### src/hw/rtl/cwaf_pkg.sv
// Shared types and constants for the crop window aspect fit unit.
package cwaf_pkg;

    localparam int MAX_DIM_DEF = 16384;
    localparam int CFG_W       = 15;
    localparam int MODE_W      = 3;
    localparam int COORD_W     = 16;
    localparam int OUT_XW      = 14;
    localparam int OUT_WW      = 15;
    localparam int ADDR_W      = 4;
    localparam int DATA_W      = 32;

    localparam logic [1:0] REG_IMAGE_WIDTH  = 2'd0;
    localparam logic [1:0] REG_IMAGE_HEIGHT = 2'd1;
    localparam logic [1:0] REG_RATIO_MODE   = 2'd2;

    localparam logic [MODE_W-1:0] MODE_FREE   = 3'd0;
    localparam logic [MODE_W-1:0] MODE_SQUARE = 3'd1;
    localparam logic [MODE_W-1:0] MODE_4_3    = 3'd2;
    localparam logic [MODE_W-1:0] MODE_16_9   = 3'd3;
    localparam logic [MODE_W-1:0] MODE_ORIG   = 3'd4;

    localparam logic                ACTION_DRAG  = 1'b0;
    localparam logic                ACTION_REFIT = 1'b1;

    typedef enum logic [3:0] {
        S_IDLE,
        S_FIT,
        S_D1,
        S_D1W,
        S_D2,
        S_D2W,
        S_CLAMP,
        S_ORG,
        S_OUT
    } t_state;

    typedef struct packed {
        logic busy;
        logic done;
    } t_div_sts;

endpackage

### src/hw/rtl/cwaf_div.sv
// Restoring divider, one quotient bit per cycle.
module cwaf_div import cwaf_pkg::*; #(
    parameter int NW  = 33,
    parameter int DVW = 16
) (
    input  logic           i_clk,
    input  logic           i_rst_n,
    input  logic           i_start,
    input  logic [NW-1:0]  i_dividend,
    input  logic [DVW-1:0] i_divisor,
    output logic [NW-1:0]  o_quotient,
    output t_div_sts       o_sts
);

    localparam int CW = $clog2(NW + 1);

    logic [NW-1:0]  r_quo;
    logic [DVW-1:0] r_rem;
    logic [DVW-1:0] r_dvs;
    logic [CW-1:0]  r_cnt;
    logic           r_busy;
    logic           r_done;

    logic [DVW:0]   w_trial;
    logic [DVW:0]   w_diff;
    logic           w_ge;

    assign w_trial = {r_rem, r_quo[NW-1]};
    assign w_diff  = w_trial - {1'b0, r_dvs};
    assign w_ge    = (w_trial >= {1'b0, r_dvs});

    always_ff @(posedge i_clk) begin
        if (!i_rst_n) begin
            r_busy <= 1'b0;
            r_done <= 1'b0;
            r_cnt  <= '0;
        end else begin
            r_done <= r_busy && (r_cnt == CW'(1));
            if (i_start) begin
                r_busy <= 1'b1;
                r_cnt  <= CW'(NW);
            end else if (r_busy) begin
                r_cnt <= r_cnt - CW'(1);
                if (r_cnt == CW'(1)) begin
                    r_busy <= 1'b0;
                end
            end
        end
    end

    always_ff @(posedge i_clk) begin
        if (i_start) begin
            r_quo <= i_dividend;
            r_rem <= '0;
            r_dvs <= i_divisor;
        end else if (r_busy) begin
            r_quo <= {r_quo[NW-2:0], w_ge};
            r_rem <= w_ge ? w_diff[DVW-1:0] : w_trial[DVW-1:0];
        end
    end

    assign o_quotient = r_quo;
    assign o_sts.busy = r_busy;
    assign o_sts.done = r_done;

endmodule

### src/hw/rtl/crop_window_aspect_fit_unit.sv
// Crop window aspect fit unit: drag/refit sequencer around a shared divider.
// Steps: fit; with a ratio, a rounded quotient for the width and, if it exceeds the
// image, another for the height (NW = 2*clog2(MAX_DIM+1)+1 bits, 31 at the default);
// then clamp, origin and output. The divider gives one bit a cycle. One beat at a
// time; a result not yet taken holds the next one at the output.
// Reset (synchronous, active low): image 1x1, free ratio, stored rectangle zero,
// inactive.
module crop_window_aspect_fit_unit import cwaf_pkg::*; #(
    parameter int MAX_DIM = MAX_DIM_DEF
) (
    input  logic                      i_clk,
    input  logic                      i_rst_n,
    input  logic                      psel,
    input  logic                      penable,
    input  logic                      pwrite,
    input  logic [ADDR_W-1:0]         paddr,
    input  logic [DATA_W-1:0]         pwdata,
    output logic [DATA_W-1:0]         prdata,
    output logic                      pready,
    input  logic                      i_in_valid,
    output logic                      o_in_ready,
    input  logic                      i_action,
    input  logic signed [COORD_W-1:0] i_corner_a_x,
    input  logic signed [COORD_W-1:0] i_corner_a_y,
    input  logic signed [COORD_W-1:0] i_corner_b_x,
    input  logic signed [COORD_W-1:0] i_corner_b_y,
    output logic                      o_out_valid,
    input  logic                      i_out_ready,
    output logic [OUT_XW-1:0]         o_rect_x,
    output logic [OUT_XW-1:0]         o_rect_y,
    output logic [OUT_WW-1:0]         o_rect_width,
    output logic [OUT_WW-1:0]         o_rect_height,
    output logic                      o_active
);

    localparam int DW  = $clog2(MAX_DIM + 1);
    localparam int PW  = 2 * DW;
    localparam int NW  = 2 * DW + 1;
    localparam int DVW = DW + 1;
    localparam int EW  = (DW > CFG_W ? DW : CFG_W) + 1;
    localparam int SW  = (DW > COORD_W ? DW : COORD_W) + 2;

    // configuration
    logic [CFG_W-1:0]  r_iw_reg, r_ih_reg;
    logic [MODE_W-1:0] r_mode;
    logic              w_wr;

    assign pready = 1'b1;
    assign w_wr   = psel && penable && pwrite;

    always_ff @(posedge i_clk) begin
        if (!i_rst_n) begin
            r_iw_reg <= CFG_W'(1);
            r_ih_reg <= CFG_W'(1);
            r_mode   <= MODE_FREE;
        end else if (w_wr) begin
            case (paddr[3:2])
                REG_IMAGE_WIDTH:  r_iw_reg <= pwdata[CFG_W-1:0];
                REG_IMAGE_HEIGHT: r_ih_reg <= pwdata[CFG_W-1:0];
                REG_RATIO_MODE:   r_mode   <= pwdata[MODE_W-1:0];
                default: ;
            endcase
        end
    end

    always_comb begin
        case (paddr[3:2])
            REG_IMAGE_WIDTH:  prdata = DATA_W'(r_iw_reg);
            REG_IMAGE_HEIGHT: prdata = DATA_W'(r_ih_reg);
            REG_RATIO_MODE:   prdata = DATA_W'(r_mode);
            default:          prdata = '0;
        endcase
    end

    // effective image size
    logic [EW-1:0] w_iw_e, w_ih_e;
    logic [DW-1:0] w_iw, w_ih;

    always_comb begin
        w_iw_e = EW'(r_iw_reg);
        w_ih_e = EW'(r_ih_reg);
        if (w_iw_e == '0)              w_iw_e = EW'(1);
        else if (w_iw_e > EW'(MAX_DIM)) w_iw_e = EW'(MAX_DIM);
        if (w_ih_e == '0)              w_ih_e = EW'(1);
        else if (w_ih_e > EW'(MAX_DIM)) w_ih_e = EW'(MAX_DIM);
        w_iw = w_iw_e[DW-1:0];
        w_ih = w_ih_e[DW-1:0];
    end

    // ratio decode
    logic [DW-1:0] w_num, w_den;

    always_comb begin
        case (r_mode)
            MODE_SQUARE: begin w_num = DW'(1);  w_den = DW'(1); end
            MODE_4_3:    begin w_num = DW'(4);  w_den = DW'(3); end
            MODE_16_9:   begin w_num = DW'(16); w_den = DW'(9); end
            MODE_ORIG:   begin w_num = w_iw;    w_den = w_ih;   end
            default:     begin w_num = '0;      w_den = DW'(1); end
        endcase
    end

    // drag: order corners and clamp to the image
    logic signed [SW-1:0] w_ax, w_ay, w_bx, w_by;
    logic signed [SW-1:0] w_l, w_r, w_t, w_b, w_iws, w_ihs;
    logic signed [SW-1:0] w_lc, w_rc, w_tc, w_bc, w_dw, w_dh;

    always_comb begin
        w_ax  = SW'(i_corner_a_x);
        w_ay  = SW'(i_corner_a_y);
        w_bx  = SW'(i_corner_b_x);
        w_by  = SW'(i_corner_b_y);
        w_iws = signed'(SW'(w_iw));
        w_ihs = signed'(SW'(w_ih));
        w_l   = (w_ax < w_bx) ? w_ax : w_bx;
        w_r   = (w_ax < w_bx) ? w_bx : w_ax;
        w_t   = (w_ay < w_by) ? w_ay : w_by;
        w_b   = (w_ay < w_by) ? w_by : w_ay;
        w_lc  = (w_l < 0) ? SW'(0) : ((w_l > w_iws - SW'(1)) ? w_iws - SW'(1) : w_l);
        w_tc  = (w_t < 0) ? SW'(0) : ((w_t > w_ihs - SW'(1)) ? w_ihs - SW'(1) : w_t);
        w_rc  = (w_r < SW'(1)) ? SW'(1) : ((w_r > w_iws) ? w_iws : w_r);
        w_bc  = (w_b < SW'(1)) ? SW'(1) : ((w_b > w_ihs) ? w_ihs : w_b);
        w_dw  = w_rc - w_lc;
        w_dh  = w_bc - w_tc;
    end

    // sequencer
    t_state            r_state, n_state;
    logic [DW-1:0]     r_x, r_y, r_w, r_h, n_x, n_y, n_w, n_h;
    logic [DW-1:0]     r_num, r_den, n_num, n_den;
    logic [PW-1:0]     r_prod, n_prod;
    logic [DW-1:0]     r_sx, r_sy, r_sw, r_sh, n_sx, n_sy, n_sw, n_sh;
    logic              r_act, n_act;
    logic [OUT_XW-1:0] r_ox, r_oy, n_ox, n_oy;
    logic [OUT_WW-1:0] r_ow, r_oh, n_ow, n_oh;
    logic              r_oa, n_oa, r_ov, n_ov;

    logic              w_div_start;
    logic [NW-1:0]     w_dividend, w_quo;
    logic [DVW-1:0]    w_divisor;
    t_div_sts          w_div_sts;
    logic [DW-1:0]     w_mul_a, w_mul_b, w_dd, w_wc, w_hc, w_xlim, w_ylim;

    assign o_in_ready = (r_state == S_IDLE);

    always_comb begin
        n_state     = r_state;
        n_x = r_x;  n_y = r_y;  n_w = r_w;  n_h = r_h;
        n_num = r_num; n_den = r_den; n_prod = r_prod;
        n_sx = r_sx; n_sy = r_sy; n_sw = r_sw; n_sh = r_sh; n_act = r_act;
        n_ox = r_ox; n_oy = r_oy; n_ow = r_ow; n_oh = r_oh; n_oa = r_oa;
        n_ov        = r_ov && !i_out_ready;
        w_div_start = 1'b0;
        w_mul_a     = r_h;
        w_mul_b     = r_num;
        w_dd        = r_den;
        w_wc        = (r_w > w_iw) ? w_iw : r_w;
        w_hc        = (r_h > w_ih) ? w_ih : r_h;
        if (w_wc == '0) w_wc = DW'(1);
        if (w_hc == '0) w_hc = DW'(1);
        w_xlim      = w_iw - r_w;
        w_ylim      = w_ih - r_h;

        case (r_state)
            S_IDLE: begin
                if (i_in_valid) begin
                    if (i_action == ACTION_DRAG) begin
                        n_x = w_lc[DW-1:0];
                        n_y = w_tc[DW-1:0];
                        n_w = w_dw[DW-1:0];
                        n_h = w_dh[DW-1:0];
                        n_state = S_FIT;
                    end else if (r_act) begin
                        n_x = r_sx; n_y = r_sy; n_w = r_sw; n_h = r_sh;
                        n_state = S_FIT;
                    end else begin
                        n_state = S_OUT;
                    end
                end
            end
            S_FIT: begin
                n_num = w_num;
                n_den = w_den;
                if (w_num == '0 || r_h == '0) begin
                    n_state = S_CLAMP;
                end else begin
                    w_mul_b = w_num;
                    n_prod  = PW'(w_mul_a) * PW'(w_mul_b);
                    n_state = S_D1;
                end
            end
            S_D1: begin
                w_div_start = 1'b1;
                w_dd        = r_den;
                n_state     = S_D1W;
            end
            S_D1W: begin
                if (w_div_sts.done) begin
                    if (w_quo > NW'(w_iw)) begin
                        n_w     = w_iw;
                        w_mul_a = w_iw;
                        w_mul_b = r_den;
                        n_prod  = PW'(w_mul_a) * PW'(w_mul_b);
                        n_state = S_D2;
                    end else begin
                        n_w     = w_quo[DW-1:0];
                        n_state = S_CLAMP;
                    end
                end
            end
            S_D2: begin
                w_div_start = 1'b1;
                w_dd        = r_num;
                n_state     = S_D2W;
            end
            S_D2W: begin
                w_dd = r_num;
                if (w_div_sts.done) begin
                    n_h     = (w_quo > NW'(MAX_DIM)) ? DW'(MAX_DIM) : w_quo[DW-1:0];
                    n_state = S_CLAMP;
                end
            end
            S_CLAMP: begin
                n_w     = w_wc;
                n_h     = w_hc;
                n_state = S_ORG;
            end
            S_ORG: begin
                n_sx    = (r_x > w_xlim) ? w_xlim : r_x;
                n_sy    = (r_y > w_ylim) ? w_ylim : r_y;
                n_sw    = r_w;
                n_sh    = r_h;
                n_act   = 1'b1;
                n_state = S_OUT;
            end
            S_OUT: begin
                if (!r_ov || i_out_ready) begin
                    n_ox    = OUT_XW'(r_sx);
                    n_oy    = OUT_XW'(r_sy);
                    n_ow    = OUT_WW'(r_sw);
                    n_oh    = OUT_WW'(r_sh);
                    n_oa    = r_act;
                    n_ov    = 1'b1;
                    n_state = S_IDLE;
                end
            end
            default: n_state = S_IDLE;
        endcase
    end

    assign w_dividend = {r_prod, 1'b0} + NW'(w_dd);
    assign w_divisor  = {w_dd, 1'b0};

    cwaf_div #(
        .NW  (NW),
        .DVW (DVW)
    ) u_div (
        .i_clk      (i_clk),
        .i_rst_n    (i_rst_n),
        .i_start    (w_div_start),
        .i_dividend (w_dividend),
        .i_divisor  (w_divisor),
        .o_quotient (w_quo),
        .o_sts      (w_div_sts)
    );

    always_ff @(posedge i_clk) begin
        if (!i_rst_n) begin
            r_state <= S_IDLE;
            r_sx    <= '0;
            r_sy    <= '0;
            r_sw    <= '0;
            r_sh    <= '0;
            r_act   <= 1'b0;
            r_ov    <= 1'b0;
        end else begin
            r_state <= n_state;
            r_sx    <= n_sx;
            r_sy    <= n_sy;
            r_sw    <= n_sw;
            r_sh    <= n_sh;
            r_act   <= n_act;
            r_ov    <= n_ov;
        end
    end

    always_ff @(posedge i_clk) begin
        r_x    <= n_x;
        r_y    <= n_y;
        r_w    <= n_w;
        r_h    <= n_h;
        r_num  <= n_num;
        r_den  <= n_den;
        r_prod <= n_prod;
        r_ox   <= n_ox;
        r_oy   <= n_oy;
        r_ow   <= n_ow;
        r_oh   <= n_oh;
        r_oa   <= n_oa;
    end

    assign o_out_valid   = r_ov;
    assign o_rect_x      = r_ox;
    assign o_rect_y      = r_oy;
    assign o_rect_width  = r_ow;
    assign o_rect_height = r_oh;
    assign o_active      = r_oa;

    a_div_done_waited: assert property (@(posedge i_clk) disable iff (!i_rst_n)
        w_div_sts.done |-> (r_state == S_D1W || r_state == S_D2W))
        else $error("divider finished outside a wait state");

    a_busy_after_beat: assert property (@(posedge i_clk) disable iff (!i_rst_n)
        (i_in_valid && o_in_ready) |=> !o_in_ready)
        else $error("ready stayed high after an input beat");

    a_active_nonzero: assert property (@(posedge i_clk) disable iff (!i_rst_n)
        r_act |-> (r_sw != '0 && r_sh != '0))
        else $error("active rectangle with zero size");

endmodule
### config.mk
export PLATFORM = sky130hd
export DESIGN_NAME = crop_window_aspect_fit_unit
export DESIGN_NICKNAME = d
export VERILOG_FILES = /design/src/hw/rtl/cwaf_pkg.sv /design/src/hw/rtl/cwaf_div.sv /design/src/hw/rtl/crop_window_aspect_fit_unit.sv
export SDC_FILE = /design/constraint.sdc
export NUM_CORES = 2
export LEC_CHECK = 0
export BUFFER_PORTS_ARGS = -buffer_cell sky130_fd_sc_hd__buf_2
export CORE_MARGIN = 3
export CORE_UTILIZATION = 52
export CTS_BUF_LIST = sky130_fd_sc_hd__clkbuf_8 sky130_fd_sc_hd__clkbuf_16
export CTS_CLUSTER_SIZE = 28
export DETAILED_ROUTE_END_ITERATION = 12
export MAX_ROUTING_LAYER = met4
export PLACE_DENSITY = 0.72
export SLEW_MARGIN = 10
export SYNTH_ARGS = -nofsm -noshare
export SYNTH_HDL_FRONTEND = slang
export SYNTH_HIERARCHICAL = 1
export SYNTH_SLANG_ARGS = --single-unit
### constraint.sdc
create_clock -name i_clk -period 7.1 [get_ports i_clk]
set_input_delay 0.355 -clock i_clk [delete_from_list [all_inputs] [get_ports i_clk]]
set_output_delay 0.355 -clock i_clk [all_outputs]
set_load 0.005 [all_outputs]
Word-level counts from Yosys, hierarchy flattened. Index checks and enable logic that the tools add are counted.

Register bits: 347. Input bits: 108. Output and inout port bits: 94. Word-level logic and storage cells: 178.

Add/subtract/negate cells: 9. Multipliers: 2. $lt $le $gt $ge: 19. Equal/unequal tests: 23. Mux-type cells: 66. Reduce and logical (&&, ||, !) cells: 31.

Operator list (count): 2-to-1 mux 15 bit (33); one-hot mux 15 bit (3 select lines) (4); zero test 15 bit (6); 2-to-1 mux 30 bit (3); > comparator 18 x 16 -> 1 bit (4); 2-to-1 mux 18 bit (4); 2-to-1 mux 31 bit (2); > comparator 15 bit (4); multiplier 15 x 15 -> 30 bit (2); one-hot mux 15 bit (4 select lines) (1); one-hot mux 30 bit (2 select lines) (1); subtractor 15 bit (4); less-than comparator 18 x 1 -> 1 bit (second input constant) (2); less-than comparator 18 x 2 -> 1 bit (second input constant) (2); one-hot mux 4 bit (9 select lines) (1); less-than comparator 16 bit (2); subtractor 15 x 1 -> 16 bit (second input constant) (2); adder 31 x 15 -> 31 bit (1); > comparator 31 x 15 -> 1 bit (1); > comparator 31 x 15 -> 1 bit (second input constant) (1); > comparator 15 bit (second input constant) (2); 2-to-1 mux 4 bit (6); >= comparator 17 x 16 -> 1 bit (1); == test 4 x 3 -> 1 bit (second input constant) (4); other kinds (30) (57).

Longest topological paths before layout.
Depth in word-level cells: 11. Depth in mapped cells: 38. Gate-level depth less buffers: 35.

Cells and area by module. Netlist, hierarchy kept.

Modules (own cells, without submodules): crop_window_aspect_fit_unit (times used 1, cells each 4180, area an instance 35975.8 um^2); cwaf_div (times used 1, cells each 330, area an instance 3718.6 um^2).

Least setup slack after synthesis. No wires, ideal clock.

Path kind: register to register. Start point: register r_iw_reg[14]. End point: register r_prod[27] (data pin). Arrival: 7.647 ns. Required time: 6.832 ns. Path slack: -0.815 ns. Stages on the path, launching flop included: 31. Path buffers: 5. Cells stage by stage: dfxtp_1 -> clkbuf_1 -> buf_1 -> clkbuf_1 -> nor2b_1 -> clkbuf_1 -> inv_1 -> clkbuf_1 -> nor3_1 -> fa_1 -> inv_1 -> fa_1 -> inv_1 -> fa_1 -> fa_1 -> fa_1 -> inv_1 -> fa_1 -> inv_1 -> ha_1 -> o211ai_1 -> a21boi_0 -> a21boi_0 -> a311o_1 -> a2111oi_0 -> o31ai_1 -> nor4_1 -> o41ai_1 -> or2_2 -> nand3_1 -> o31ai_1.

Longest elaborated chain between the ends: 7.

RTL lines: from (decl) (RTL line crop_window_aspect_fit_unit.sv:44) `logic [CFG_W-1:0] r_iw_reg, r_ih_reg;`; from (signal assigned) (RTL line crop_window_aspect_fit_unit.sv:58) `REG_IMAGE_WIDTH: r_iw_reg <= pwdata[CFG_W-1:0];`; > comparator 15 bit (RTL line crop_window_aspect_fit_unit.sv:83) `else if (w_iw_e > EW'(MAX_DIM)) w_iw_e = EW'(MAX_DIM);`; 2-to-1 mux 15 bit (RTL line crop_window_aspect_fit_unit.sv:83); 2-to-1 mux 15 bit * (RTL line crop_window_aspect_fit_unit.sv:82) `if (w_iw_e == '0) w_iw_e = EW'(1);`; one-hot mux 15 bit (4 select lines) / multiplier 15 x 15 -> 30 bit (equally long branches) (RTL line crop_window_aspect_fit_unit.sv:94, crop_window_aspect_fit_unit.sv:203); multiplier 15 x 15 -> 30 bit / 2-to-1 mux 30 bit (equally long branches) (RTL line crop_window_aspect_fit_unit.sv:188, crop_window_aspect_fit_unit.sv:199); 2-to-1 mux 30 bit, on equally long branches (RTL line crop_window_aspect_fit_unit.sv:184, crop_window_aspect_fit_unit.sv:198); one-hot mux 30 bit (2 select lines) * (RTL line crop_window_aspect_fit_unit.sv:164) `case (r_state)`; named net n_prod[27] (RTL line crop_window_aspect_fit_unit.sv:131) `logic [PW-1:0] r_prod, n_prod;`; to (signal assigned) (RTL line crop_window_aspect_fit_unit.sv:294) `r_prod <= n_prod;`; to (decl) (RTL line crop_window_aspect_fit_unit.sv:131).

Mark *: on every way through the listed nets, which the timed path passes. The rest lies on a longest branch. The select of a mux whose other input is x is not followed. A chain may end at the register's enable or synchronous reset.

Worst setup path after layout.
Start point: register r_iw_reg[11]. End point: register r_prod[28] (data pin).

The elaborated chain is that of the path after synthesis.

==> impl_metrics.json <==
{
  "outcome": "complete, but fails checks",
  "failed_checks": "setup timing",
  "syn-cell-area_um2": 39690,
  "cts_root_buf": "clkbuf_16",
  "io_pins": 202,
  "p_leak_nw": 22.20,
  "fillers": 6247,
  "die-area_um2": 79670,
  "cp.arrival_ps": 7790,
  "vias_per_cell": 5.880,
  "grt_pass1_vias": 35359,
  "core_um2": 75070,
  "critPathLaunchType": "flip-flop",
  "post-route-drc-count": 0,
  "end_kind": "flip-flop",
  "setup_violations": 9,
  "drt-total-wl_um": 126300,
  "synth_warnings": 6,
  "skew_ps": 34.82,
  "path_common_cell": "fa_1",
  "hpwl_um": 99430,
  "p_seq_share_pct": 30.9,
  "largest_register_ffs": 31,
  "setup_slack_ps": -375.0,
  "power_density_nw_per_um2": 192.2,
  "p_int_mw": 5.540,
  "dpl_cell_area_um2": 44660,
  "dr.pass1.iters": 6,
  "cap_viol_max_count": 0,
  "initial_core_util_pct": 52.87,
  "rsz0062_at_grt": "true",
  "place_congestion": 0.9988,
  "p_switching_mw": 3.532,
  "path_clk_slew_ps": 60,
  "port_buffers": 164,
  "grt_overflow": 0,
  "crit_type": "flip-flop to flip-flop",
  "drive_gt1_share_pct": 20.72,
  "final_hold_viol_count": 0,
  "postLayoutCellArea_um2": 47200,
  "drt-initial-drc-count": 3718,
  "cts_buffers": 41,
  "clock_path_buffers": 3,
  "cts_tree": "yes",
  "utilization_pct": 62.88,
  "fin_crit_sh_pct": 105.3,
  "report.final.slew_viol_count": 0,
  "crit_family": "adder cells",
  "period_minus_slack_ps": 7475,
  "min_path_type": "input pin to flip-flop",
  "comb_power_share_pct": 44.7,
  "area_growth_pct": 18.94,
  "cp.buffers_inverters": 9,
  "htreeDepth": 2,
  "cp_slowest_cell": "fa_1",
  "die_h_um": 282.3,
  "ctsHoldBuffers": 0,
  "grtUsageTotal_pct": 32.68,
  "wl_per_cell_um": 20.99,
  "relSlewSlack_pct": 27.35,
  "critical_path_required_ps": 7410,
  "switching_share_pct": 38.93,
  "worst_slew_pin_slew_ps": 1086,
  "worst_path_largest_cell_delay_ps": 540,
  "synthCells": 4509,
  "fp-row-count": 100,
  "grt_max_degree": 84,
  "antenna_found_initial": 0,
  "max_freq_ghz": 0.1338,
  "die_w_um": 282.3,
  "ant_nets": 0,
  "worst-path-max-fanout": 3,
  "grt_pass1_wl_um": 196900,
  "syn_avg_cell_area_um2": 8.802,
  "clock_power_share_pct": 24.4,
  "clock_latency_ps": 600,
  "peakVddDrop_uv": 176.2,
  "vias": 35385,
  "finalNetCount": 5881,
  "clkSinkCount": 348
}
==> tightest hold or removal path, cell delays in order <==
cell	delay (ps)
buf_2	110
nand2_1	50
a21boi_0	60
==> per-layer routing <==
metal | share of wire (%) | vias to the layer above | wire [µm] | global-route usage, %
li1 | - | 16303 | - | -
met1 | 41 | 17131 | 51320 | 42.31
met2 | 45 | 1607 | 57080 | 50.64
met3 | 9.1 | 344 | 11480 | 5.158
met4 | 5.1 | 0 | 6462 | 14.91
met5 | 0 | - | 0 | -
==> cell type report <==
class                      instances  area, µm²  area share [%]
multi-input combinational       3379      28380           60.12
tap                              969       1212           2.568
clock buffer                      45       1092           2.314
inverter                         573       2158           4.572
clock inverter                    30      301.5          0.6388
timing repair buffer             673       4822           10.22
antenna                            1      2.502        0.005301
sequential                       348       9235           19.56
==> through the flow <==
stage	hold WS [ps]	TNS [ps]	instances	setup WS [ps]	power, mW
final	36.11	-2174	6018	-375.0	9.072
after global routing	37.66	-6680	6017	-644.9	9.569
after CTS	12.58	-1110	5994	-233.9	8.868
after detailed placement	433.1	-2839	5896	-483.3	6.583
after global placement	426.5	-1171	5896	-259.8	6.499
after floorplan	416.7	-246.4	4528	-94.62	5.231
==> placed cells by master, fill, tap and decap left out, drive strengths merged, types with 45 or more instances in the layout <==
master	n
nor3	165
and2	161
fa	340
dfxtp	122
a21o	55
a211oi	64
a21boi	69
edfxtp	226
nor2b	55
nand2	603
o21ai	209
ha	417
mux2	77
mux2i	76
nor2	230
inv	575
clkbuf	45
buf	673
nand3	58
xor2	65
xnor2	87
a21oi	188
==> power by group through the flow <==
| stage | clock network, mW | registers (mW) | logic, mW |
|---|---|---|---|
| 4_1_cts | 2.23 | 2.78 | 3.85 |
| 3_3_place_gp | 0 | 2.81 | 3.69 |
| 5_1_grt | 2.32 | 2.82 | 4.43 |
| 3_5_place_dp | 0 | 2.82 | 3.76 |
| 2_1_floorplan | 0 | 2.70 | 2.53 |
| 6_report | 2.21 | 2.81 | 4.05 |
==> path summary, 6_finish.rpt <==
kind / startpoint / end / slack (ps) / depth (start not counted)
worst max-delay path: r_iw_reg[11] / r_prod[28] / -370 / 34
worst min-delay path: pwdata[6] / r_ih_reg[6] / 40 / 3
worst min register to register: r_sx[7] / o_rect_x[7] / 450 / 0
worst max register to register: r_iw_reg[11] / r_prod[28] / -370 / 34
==> timing repair <==
item / in CTS / in global routing
pin swaps: 47 / 89
endpoints found under the hold margin: 0 / 0
cloned: 1 / 0
setup buffers: 22 / 28
gates resized for setup: 55 / 130
setup endpoints to repair: 12 / 28
No activity file was read; power rests on OpenSTA's default activity.
